[src/design/hrpv_pkg.sv]
package hrpv_pkg;

    // input request: one raw byte of the request text
    typedef struct packed {
        logic [7:0] request_byte;
        logic       first_of_request;
    } request_t;

    // result item as seen on the output queue
    typedef struct packed {
        logic       item_kind;
        logic [7:0] path_byte;
        logic [2:0] verdict;
        logic       file_included;
        logic [8:0] path_length;
        logic       last_of_run;
    } result_t;

    // command from the parser to the emitter: an optional path byte,
    // then an optional verdict
    typedef struct packed {
        logic       has_byte;
        logic [7:0] path_byte;
        logic       has_verdict;
        logic [2:0] verdict;
        logic       file_included;
        logic [8:0] path_length;
    } cmd_t;

    localparam int PATH_LEN_W = 9;
    localparam int CFG_INDEX_W = 3;
    localparam int CFG_DATA_W = 64;
    localparam int QUEUE_DEPTH = 4;

    // configuration register indexes
    localparam logic [CFG_INDEX_W-1:0] REG_METHOD_WORD = 3'd0;
    localparam logic [CFG_INDEX_W-1:0] REG_METHOD_LENGTH = 3'd1;
    localparam logic [CFG_INDEX_W-1:0] REG_EXTENSION_WORD = 3'd2;
    localparam logic [CFG_INDEX_W-1:0] REG_EXTENSION_LENGTH = 3'd3;
    localparam logic [CFG_INDEX_W-1:0] REG_POLICY_FLAGS = 3'd4;

    // item kinds
    localparam logic KIND_BYTE = 1'b0;
    localparam logic KIND_VERDICT = 1'b1;

    // verdict codes
    localparam logic [2:0] VERDICT_OK = 3'd0;
    localparam logic [2:0] VERDICT_METHOD = 3'd1;
    localparam logic [2:0] VERDICT_DOUBLE_DOT = 3'd2;
    localparam logic [2:0] VERDICT_HIDDEN = 3'd3;
    localparam logic [2:0] VERDICT_EXTENSION = 3'd4;
    localparam logic [2:0] VERDICT_TOO_LONG = 3'd5;

    // policy flag bits
    localparam int FLAG_CHECK_METHOD = 0;
    localparam int FLAG_ALLOW_DOUBLE_DOT = 1;
    localparam int FLAG_ALLOW_HIDDEN = 2;
    localparam int FLAG_CHECK_EXTENSION = 3;

    // characters
    localparam logic [7:0] CH_SPACE = 8'h20;
    localparam logic [7:0] CH_NEWLINE = 8'h0a;
    localparam logic [7:0] CH_NUL = 8'h00;
    localparam logic [7:0] CH_SLASH = 8'h2f;
    localparam logic [7:0] CH_BACKSLASH = 8'h5c;
    localparam logic [7:0] CH_DOT = 8'h2e;

    localparam logic [3:0] WORD_CHARS = 4'd8;
    localparam logic [3:0] INDEX_MAX = 4'd15;

endpackage

[src/design/hrpv_front.sv]
module hrpv_front #(
    parameter int MAX_PATH = 256
) (
    input  logic                                 clk,
    input  logic                                 rst_n,
    input  logic                                 push,
    output logic                                 full,
    input  hrpv_pkg::request_t                   request,
    input  logic                                 cfg_write,
    input  logic [hrpv_pkg::CFG_INDEX_W-1:0]     cfg_index,
    input  logic [hrpv_pkg::CFG_DATA_W-1:0]      cfg_data,
    input  logic                                 q_full,
    output logic                                 q_push,
    output hrpv_pkg::cmd_t                       q_cmd
);

    localparam int CNT_W = $clog2(MAX_PATH + 1);
    localparam logic [CNT_W-1:0] CNT_LIMIT = CNT_W'(MAX_PATH);

    typedef enum logic [1:0] {
        PH_METHOD,
        PH_PATH,
        PH_DONE
    } phase_t;

    phase_t           phase_reg, phase_next;
    logic [3:0]       m_idx_reg, m_idx_next;
    logic             m_match_reg, m_match_next;
    logic [7:0]       prev_reg, prev_next;
    logic [CNT_W-1:0] count_reg, count_next;
    logic             file_reg, file_next;
    logic [3:0]       e_idx_reg, e_idx_next;
    logic             e_match_reg, e_match_next;

    logic [63:0]      method_word_reg;
    logic [3:0]       method_length_reg;
    logic [63:0]      ext_word_reg;
    logic [3:0]       ext_length_reg;
    logic [3:0]       flags_reg;

    logic             accept;
    logic             cmd_valid;
    hrpv_pkg::cmd_t   cmd;
    logic [7:0]       c;
    logic             ext_ok;

    function automatic logic [7:0] word_byte(input logic [63:0] w, input logic [2:0] i);
        word_byte = w[{i, 3'b000} +: 8];
    endfunction

    assign full = q_full;
    assign accept = push && !q_full;
    assign q_push = accept && cmd_valid;
    assign q_cmd = cmd;

    always_comb
    begin
        // a restart marker resets the parse before this byte
        if (request.first_of_request)
        begin
            phase_next = PH_METHOD;
            m_idx_next = '0;
            m_match_next = 1'b1;
            prev_next = '0;
            count_next = '0;
            file_next = 1'b0;
            e_idx_next = '0;
            e_match_next = 1'b1;
        end
        else
        begin
            phase_next = phase_reg;
            m_idx_next = m_idx_reg;
            m_match_next = m_match_reg;
            prev_next = prev_reg;
            count_next = count_reg;
            file_next = file_reg;
            e_idx_next = e_idx_reg;
            e_match_next = e_match_reg;
        end
        cmd = '0;
        cmd_valid = 1'b0;
        c = request.request_byte;
        ext_ok = !file_next || (e_match_next && e_idx_next == ext_length_reg);

        case (phase_next)
            PH_METHOD:
            begin
                if (c == hrpv_pkg::CH_SPACE)
                begin
                    cmd_valid = 1'b1;
                    if (flags_reg[hrpv_pkg::FLAG_CHECK_METHOD]
                        && !(m_match_next && m_idx_next == method_length_reg))
                    begin
                        cmd.has_verdict = 1'b1;
                        cmd.verdict = hrpv_pkg::VERDICT_METHOD;
                        phase_next = PH_DONE;
                    end
                    else
                    begin
                        phase_next = PH_PATH;
                        count_next = CNT_W'(1);
                        cmd.has_byte = 1'b1;
                        cmd.path_byte = hrpv_pkg::CH_DOT;
                    end
                end
                else
                begin
                    if (m_idx_next >= hrpv_pkg::WORD_CHARS || m_idx_next >= method_length_reg
                        || word_byte(method_word_reg, m_idx_next[2:0]) != c)
                        m_match_next = 1'b0;
                    if (m_idx_next != hrpv_pkg::INDEX_MAX)
                        m_idx_next = m_idx_next + 4'd1;
                end
            end
            PH_PATH:
            begin
                cmd_valid = 1'b1;
                if (c == hrpv_pkg::CH_SPACE || c == hrpv_pkg::CH_NEWLINE
                    || c == hrpv_pkg::CH_NUL)
                begin
                    // end of path: extension, then length, then trailing slash
                    phase_next = PH_DONE;
                    cmd.has_verdict = 1'b1;
                    if (flags_reg[hrpv_pkg::FLAG_CHECK_EXTENSION] && !ext_ok)
                        cmd.verdict = hrpv_pkg::VERDICT_EXTENSION;
                    else if (prev_next != hrpv_pkg::CH_SLASH)
                    begin
                        if (count_next >= CNT_LIMIT)
                            cmd.verdict = hrpv_pkg::VERDICT_TOO_LONG;
                        else
                        begin
                            count_next = count_next + CNT_W'(1);
                            cmd.has_byte = 1'b1;
                            cmd.path_byte = hrpv_pkg::CH_SLASH;
                            cmd.verdict = hrpv_pkg::VERDICT_OK;
                            cmd.file_included = file_next;
                            cmd.path_length = hrpv_pkg::PATH_LEN_W'(count_next);
                        end
                    end
                    else
                    begin
                        cmd.verdict = hrpv_pkg::VERDICT_OK;
                        cmd.file_included = file_next;
                        cmd.path_length = hrpv_pkg::PATH_LEN_W'(count_next);
                    end
                end
                else
                begin
                    if (c == hrpv_pkg::CH_BACKSLASH)
                        c = hrpv_pkg::CH_SLASH;
                    if (!flags_reg[hrpv_pkg::FLAG_ALLOW_DOUBLE_DOT] && c == hrpv_pkg::CH_DOT
                        && prev_next == hrpv_pkg::CH_DOT)
                    begin
                        cmd.has_verdict = 1'b1;
                        cmd.verdict = hrpv_pkg::VERDICT_DOUBLE_DOT;
                        phase_next = PH_DONE;
                    end
                    else if (!flags_reg[hrpv_pkg::FLAG_ALLOW_HIDDEN] && c == hrpv_pkg::CH_DOT
                        && (prev_next == hrpv_pkg::CH_NUL || prev_next == hrpv_pkg::CH_SLASH))
                    begin
                        cmd.has_verdict = 1'b1;
                        cmd.verdict = hrpv_pkg::VERDICT_HIDDEN;
                        phase_next = PH_DONE;
                    end
                    else if (count_next >= CNT_LIMIT)
                    begin
                        cmd.has_verdict = 1'b1;
                        cmd.verdict = hrpv_pkg::VERDICT_TOO_LONG;
                        phase_next = PH_DONE;
                    end
                    else
                    begin
                        if (c == hrpv_pkg::CH_SLASH)
                        begin
                            file_next = 1'b0;
                            e_idx_next = '0;
                            e_match_next = 1'b1;
                        end
                        else if (c == hrpv_pkg::CH_DOT && prev_next != hrpv_pkg::CH_DOT)
                        begin
                            file_next = 1'b1;
                            e_idx_next = '0;
                            e_match_next = 1'b1;
                        end
                        else if (file_next)
                        begin
                            if (e_idx_next >= hrpv_pkg::WORD_CHARS
                                || e_idx_next >= ext_length_reg
                                || word_byte(ext_word_reg, e_idx_next[2:0]) != c)
                                e_match_next = 1'b0;
                            if (e_idx_next != hrpv_pkg::INDEX_MAX)
                                e_idx_next = e_idx_next + 4'd1;
                        end
                        count_next = count_next + CNT_W'(1);
                        prev_next = c;
                        cmd.has_byte = 1'b1;
                        cmd.path_byte = c;
                    end
                end
            end
            default:
            begin
                // done: bytes dropped until the next restart
            end
        endcase
    end

    always_ff @(posedge clk or negedge rst_n)
    begin
        if (!rst_n)
        begin
            phase_reg <= PH_METHOD;
            m_idx_reg <= '0;
            m_match_reg <= 1'b1;
            prev_reg <= '0;
            count_reg <= '0;
            file_reg <= 1'b0;
            e_idx_reg <= '0;
            e_match_reg <= 1'b1;
        end
        else if (accept)
        begin
            phase_reg <= phase_next;
            m_idx_reg <= m_idx_next;
            m_match_reg <= m_match_next;
            prev_reg <= prev_next;
            count_reg <= count_next;
            file_reg <= file_next;
            e_idx_reg <= e_idx_next;
            e_match_reg <= e_match_next;
        end
    end

    always_ff @(posedge clk or negedge rst_n)
    begin
        if (!rst_n)
        begin
            method_word_reg <= '0;
            method_length_reg <= '0;
            ext_word_reg <= '0;
            ext_length_reg <= '0;
            flags_reg <= '0;
        end
        else if (cfg_write)
        begin
            case (cfg_index)
                hrpv_pkg::REG_METHOD_WORD: method_word_reg <= cfg_data;
                hrpv_pkg::REG_METHOD_LENGTH: method_length_reg <= cfg_data[3:0];
                hrpv_pkg::REG_EXTENSION_WORD: ext_word_reg <= cfg_data;
                hrpv_pkg::REG_EXTENSION_LENGTH: ext_length_reg <= cfg_data[3:0];
                hrpv_pkg::REG_POLICY_FLAGS: flags_reg <= cfg_data[3:0];
                default:
                begin
                end
            endcase
        end
    end

    // the path count never runs past the limit
    assert property (@(posedge clk) disable iff (!rst_n) count_reg <= CNT_LIMIT)
        else $error("path count beyond limit");

    // a path byte is only queued from the path phase or its opening space
    assert property (@(posedge clk) disable iff (!rst_n)
        q_push && cmd.has_byte |-> phase_reg != PH_DONE || request.first_of_request)
        else $error("path byte queued after verdict");

    // a finished request stays finished until a restart
    assert property (@(posedge clk) disable iff (!rst_n)
        phase_reg == PH_DONE && !(push && request.first_of_request) |=> phase_reg == PH_DONE)
        else $error("parse left done without restart");

endmodule

[src/design/hrpv_queue.sv]
module hrpv_queue (
    input  logic           clk,
    input  logic           rst_n,
    input  logic           wr,
    input  hrpv_pkg::cmd_t wr_cmd,
    output logic           q_full,
    input  logic           rd,
    output logic           q_empty,
    output hrpv_pkg::cmd_t head
);

    localparam int PTR_W = $clog2(hrpv_pkg::QUEUE_DEPTH);
    localparam int CNT_W = $clog2(hrpv_pkg::QUEUE_DEPTH + 1);
    localparam logic [CNT_W-1:0] DEPTH = CNT_W'(hrpv_pkg::QUEUE_DEPTH);

    hrpv_pkg::cmd_t   slot_reg [hrpv_pkg::QUEUE_DEPTH];
    logic [PTR_W-1:0] wp_reg, rp_reg;
    logic [CNT_W-1:0] cnt_reg;
    logic             do_wr, do_rd;

    assign q_full = cnt_reg == DEPTH;
    assign q_empty = cnt_reg == '0;
    assign head = slot_reg[rp_reg];
    assign do_wr = wr && !q_full;
    assign do_rd = rd && !q_empty;

    always_ff @(posedge clk)
    begin
        if (do_wr)
            slot_reg[wp_reg] <= wr_cmd;
    end

    always_ff @(posedge clk or negedge rst_n)
    begin
        if (!rst_n)
        begin
            wp_reg <= '0;
            rp_reg <= '0;
            cnt_reg <= '0;
        end
        else
        begin
            if (do_wr)
                wp_reg <= wp_reg + PTR_W'(1);
            if (do_rd)
                rp_reg <= rp_reg + PTR_W'(1);
            if (do_wr && !do_rd)
                cnt_reg <= cnt_reg + CNT_W'(1);
            else if (do_rd && !do_wr)
                cnt_reg <= cnt_reg - CNT_W'(1);
        end
    end

    // occupancy tracks the pointer difference
    assert property (@(posedge clk) disable iff (!rst_n)
        cnt_reg == DEPTH || PTR_W'(cnt_reg) == PTR_W'(wp_reg - rp_reg))
        else $error("queue count and pointers disagree");

endmodule

[src/design/hrpv_back.sv]
module hrpv_back (
    input  logic              clk,
    input  logic              rst_n,
    input  logic              q_empty,
    input  hrpv_pkg::cmd_t    head,
    output logic              q_pop,
    output logic              empty,
    input  logic              pop,
    output hrpv_pkg::result_t result
);

    logic              out_valid_reg;
    hrpv_pkg::result_t out_reg;
    logic              byte_done_reg;
    logic              load;
    logic              emit_byte;
    hrpv_pkg::result_t item;

    assign empty = !out_valid_reg;
    assign result = out_reg;
    assign load = (!out_valid_reg || pop) && !q_empty;
    assign emit_byte = head.has_byte && !byte_done_reg;
    // retire the head once its last item goes out
    assign q_pop = load && !(emit_byte && head.has_verdict);

    always_comb
    begin
        item = '0;
        if (emit_byte)
        begin
            item.item_kind = hrpv_pkg::KIND_BYTE;
            item.path_byte = head.path_byte;
        end
        else
        begin
            item.item_kind = hrpv_pkg::KIND_VERDICT;
            item.verdict = head.verdict;
            item.file_included = head.file_included;
            item.path_length = head.path_length;
            item.last_of_run = 1'b1;
        end
    end

    always_ff @(posedge clk)
    begin
        if (load)
            out_reg <= item;
    end

    always_ff @(posedge clk or negedge rst_n)
    begin
        if (!rst_n)
        begin
            out_valid_reg <= 1'b0;
            byte_done_reg <= 1'b0;
        end
        else
        begin
            if (load)
                out_valid_reg <= 1'b1;
            else if (pop)
                out_valid_reg <= 1'b0;
            if (load)
                byte_done_reg <= emit_byte && head.has_verdict;
        end
    end

    // a half-sent command keeps its place at the head of the queue
    assert property (@(posedge clk) disable iff (!rst_n)
        byte_done_reg |-> !q_empty && head.has_byte && head.has_verdict)
        else $error("split command lost its head entry");

    // only verdict items close a request
    assert property (@(posedge clk) disable iff (!rst_n)
        out_valid_reg |-> out_reg.last_of_run == out_reg.item_kind)
        else $error("last_of_run out of step with item kind");

    // the byte item of a split command is always followed by its verdict
    assert property (@(posedge clk) disable iff (!rst_n)
        load && emit_byte && head.has_verdict |=> byte_done_reg)
        else $error("verdict of split command skipped");

endmodule

[src/design/http_request_path_validator.sv]
// http request path validator: takes the raw bytes of a request one per cycle
// on a queue-style input (push/full), parses the method up to the first space,
// checks it against the configured word when enabled, then streams out the
// rewritten path (leading '.', backslash turned to '/', trailing '/' added)
// and closes each request with a verdict item (ok, method, double dot, hidden
// segment, extension, too long). path bytes go out before the verdict and are
// only meaningful when the verdict is ok. one byte is accepted every cycle as
// long as the four-entry command queue between the parser and the emitter has
// room; each byte yields at most one command, and the only command that gives
// two output items is a path end that adds the trailing '/'. the first result
// of an accepted byte passes through the command queue and then the output
// register, and can wait in the queue while the output stalls. the
// configuration registers are written through cfg_write/cfg_index/cfg_data
// and must only be changed while no request is in flight.
module http_request_path_validator #(
    parameter int MAX_PATH = 256
) (
    input  logic                             clk,
    input  logic                             rst_n,
    // request side
    input  logic                             push,
    output logic                             full,
    input  hrpv_pkg::request_t               request,
    // result side
    output logic                             empty,
    input  logic                             pop,
    output hrpv_pkg::result_t                result,
    // configuration write port
    input  logic                             cfg_write,
    input  logic [hrpv_pkg::CFG_INDEX_W-1:0] cfg_index,
    input  logic [hrpv_pkg::CFG_DATA_W-1:0]  cfg_data
);

    // parser to emitter command queue
    logic           q_push;
    hrpv_pkg::cmd_t q_cmd;
    logic           q_full;
    logic           q_pop;
    logic           q_empty;
    hrpv_pkg::cmd_t q_head;

    // front: method and path parsing, config registers, command generation
    hrpv_front #(
        .MAX_PATH(MAX_PATH)
    ) u_front (
        .clk(clk),
        .rst_n(rst_n),
        .push(push),
        .full(full),
        .request(request),
        .cfg_write(cfg_write),
        .cfg_index(cfg_index),
        .cfg_data(cfg_data),
        .q_full(q_full),
        .q_push(q_push),
        .q_cmd(q_cmd)
    );

    // short queue so the parser keeps taking bytes while results stall
    hrpv_queue u_queue (
        .clk(clk),
        .rst_n(rst_n),
        .wr(q_push),
        .wr_cmd(q_cmd),
        .q_full(q_full),
        .rd(q_pop),
        .q_empty(q_empty),
        .head(q_head)
    );

    // back: expands commands into result items behind an output register
    hrpv_back u_back (
        .clk(clk),
        .rst_n(rst_n),
        .q_empty(q_empty),
        .head(q_head),
        .q_pop(q_pop),
        .empty(empty),
        .pop(pop),
        .result(result)
    );

endmodule

[config.mk]
export PLATFORM = sky130hd
export DESIGN_NAME = http_request_path_validator
export DESIGN_NICKNAME = d
export VERILOG_FILES = /design/src/design/hrpv_pkg.sv /design/src/design/hrpv_front.sv /design/src/design/hrpv_queue.sv /design/src/design/hrpv_back.sv /design/src/design/http_request_path_validator.sv
export SDC_FILE = /design/constraint.sdc
export NUM_CORES = 1
export LEC_CHECK = 0
export ABC_AREA = 1
export CAP_MARGIN = 5
export CELL_PAD_IN_SITES_DETAIL_PLACEMENT = 0
export CELL_PAD_IN_SITES_GLOBAL_PLACEMENT = 1
export CORE_ASPECT_RATIO = 0.9
export CORE_MARGIN = 3
export CORE_UTILIZATION = 45
export CTS_BUF_LIST = sky130_fd_sc_hd__clkbuf_8
export DETAILED_ROUTE_END_ITERATION = 8
export DONT_BUFFER_PORTS = 1
export PLACE_DENSITY = 0.8
export SYNTH_ARGS = -nofsm -noshare
export SYNTH_HDL_FRONTEND = slang
export SYNTH_HIERARCHICAL = 1
export SYNTH_SLANG_ARGS = --single-unit
[constraint.sdc]
create_clock -name clk -period 5.4 [get_ports clk]
set_input_delay 0.54 -clock clk [delete_from_list [all_inputs] [get_ports clk]]
set_output_delay 0.54 -clock clk [all_outputs]
set_load 0.01 [all_outputs]
==> flow_summary.yaml <==
run_status:
  status: "complete, but fails checks"
  violations: "negative hold slack"
global_routing:
  grt_pass1_vias: 10800
  antenna_found_initial: 1
  grt_max_degree: 180
  grt_pass1_wl_um: 60840
  track_usage: 0.2223
  grt.overflow.total: 0
final_layout:
  nNetsFinal: 1810
  largest_reg_flops: 92
  fin_util: 0.4969
  syn_to_final_growth_pct: 8.149
  seq_area_sq_um: 7905
  n_antenna_cell: 0
  design_area_sq_um: 15960
  drive_above_1_share: 0.09507
  fill_cells: 3067
  multi_input_area_sq_um: 5497
logic_synthesis:
  synthCells: 1725
  synth-edff-count: 114
  ys_warn_count: 6
  ys_types: 51
  synthFlopType: "dfrtp_1"
  synth_area_sq_um: 14760
  syn_area_per_cell_sq_um: 8.555
  synth-seq-cells: 293
  synth-async-reset-ratio: 0.6109
  syn_nets: 1822
  synth_seq_area_share: 0.5357
route:
  drtPass1Iterations: 5
  antenna_left: 0
  dr.first_iter.drc_count: 1215
  wire_per_inst_um: 17.82
  via_per_inst: 5.311
  vias: 11480
  wirelength_um: 38530
  drt_drc_violations_left: 0
worst_setup_path:
  max_stage_delay_ns: 0.42
  worst-path-buf-inv: 8
  worst_r2r_path_depth: 19
  path_cells: "inv_1, nand3_1, inv_1, nor2_1, buf_4, inv_1, nor2_1, buf_4, inv_1, nor2_1, nand2_1, inv_1, ha_1, inv_1, fa_1, nand2_1, nand3_1, nand2_1, nand2_1"
  crit_required_ns: 5.90
  startpoint_type: "flip-flop"
  critical_path_class: "reg -> reg"
  cpMaxStageDelayCell: "dfrtp_1"
  path_depth: 19
  path_common_cell: "inv_1"
  arrival_ns: 3.91
  crit_fanout: 13
  cp_top_family: "simple AND/OR/NAND/NOR gates"
  cp-end-kind: "flip-flop"
worst_hold_path:
  hold_class: "in -> async"
cts:
  cts_sinks: 293
  cts-resized-gates: 0
  clockRootBuffer: "clkbuf_8"
  cts_buffers: 49
  clock_path_buffers: 3
  path_clk_slew_ns: 0.06
  ctsHtreeMaxLevel: 2
  clk_latency_ns: 0.61
  tritoncts: "done"
  cts_setup_buffers: 0
timing:
  fmax_mhz: 293.5
  slew_violations: 0
  rsz0062_at_grt: "false"
  finalCritPeriodShare: 0.6311
  whs_ns: -0.01276
  clock_skew_ns: 0.04821
  setup_violations: 0
  maxSlewHeadroom: 0.2216
  hold_viol: 4
  tightest_slew_ns: 1.168
  post-route-min-period_ns: 3.408
  fin_setup_tns_ns: 0
floorplanning:
  dieArea_sq_um: 35000
  start_util: 0.4595
  die_w_um: 196.9
  pin_count: 106
  rows: 62
  fp.dieH_um: 177.8
  coreArea_sq_um: 32120
placement:
  placed_cell_area_sq_um: 14960
  hpwl_um: 26620
  io_buffers: 0
  place.gp.congestion: 0.8648
power_and_ir_drop:
  power_mw: 7.295
  peakVddDrop_mv: 0.2031
  powerDensity_nw_per_um2: 457.1
  p_leak_nw: 7.540
job:
  drv_cap: 0
layer usage:
layer | global-route usage | up-vias | wire (um)
met1 | 0.3392 | 5462 | 18870
met4 | 0.04543 | 0 | 502
met5 | 0 | - | 0
li1 | - | 5610 | -
met2 | 0.3208 | 367 | 16100
met3 | 0.05638 | 43 | 3054
synth_stat cells (10+ instances only):
cell type  number  share of area
clkbuf_1       38         0.0097
ha_1           15          0.013
a21oi_1        30          0.010
nand2_1       452           0.11
edfxtp_1      114           0.23
o21ai_0       173          0.059
nand2_2        10         0.0042
nand3_1       163          0.055
inv_1         228          0.058
nor2_2         13         0.0055
o211ai_1       47          0.024
nor2_1        104          0.026
buf_2          20         0.0068
dfrtp_1       177           0.30
buf_6          16          0.012
a31oi_1        10         0.0042
inv_2          14         0.0036
placed cells by master, fill, tap and decap left out, drive strengths merged, types with 34 or more instances in the layout:
cell type and n:
nand2 466, inv 256, o21ai 181, dfrtp 177
nand3 167, nor2 122, edfxtp 114, clkbuf 51
o211ai 47, a21oi 34
cell families after synthesis:
kind of cell | share of synthesized area
compound gates | 0.1168
xor+xnor | 0.005342
fa+ha+maj | 0.01408
buf+inv | 0.09378
flops | 0.5357
simple gates | 0.2344
area by class of cell:
type                    instances  area share
clock inverters                33     0.01701
well taps                     416     0.03261
repair buffers                 18    0.009722
clock buffers                  51     0.04398
flip-flops and latches        293      0.4953
multi-input cells            1109      0.3444
inverters                     242     0.05692
worst paths after layout:
kind	startpoint	end	slack, ns
min reg2reg	u_front/method_word_reg[61]$_DFFE_PN0P_	u_front/method_word_reg[61]$_DFFE_PN0P_	0.48
min	rst_n	u_front/method_word_reg[6]$_DFFE_PN0P_	-0.01
min in group clk	cfg_data[45]	u_front/method_word_reg[45]$_DFFE_PN0P_	0.11
max	u_queue/cnt_reg[0]$_DFFE_PN0P_	u_queue/cnt_reg[2]$_DFFE_PN0P_	1.99
max reg2reg	u_queue/cnt_reg[0]$_DFFE_PN0P_	u_queue/cnt_reg[2]$_DFFE_PN0P_	1.99
max in group asynchronous	rst_n	u_front/count_reg[0]$_DFFE_PN0P_	4.70
power breakdown:
group          switching (mW)  total (mW)  internal [mW]
Clock                   0.905        1.98           1.08
Combinational            1.47        2.14          0.678
Sequential              0.323        3.17           2.85
Total                    2.69        7.29           4.60
stage by stage:
| step | setup slack [ns] | cells |
|---|---|---|
| floorplan | 2.392 | 1725 |
| global placement | 2.041 | 2077 |
| detailed placement | 1.823 | 2077 |
| CTS | 2.002 | 2162 |
| global route | 1.624 | 2162 |
| finish | 1.992 | 2162 |
timing repair:
item                                    4_1_cts  5_1_grt
hold buffers                                  1        0
endpoints found under the setup margin        0        0
hold endpoints to repair                    179        0
Note: power is estimated with default switching activity, not from simulation.
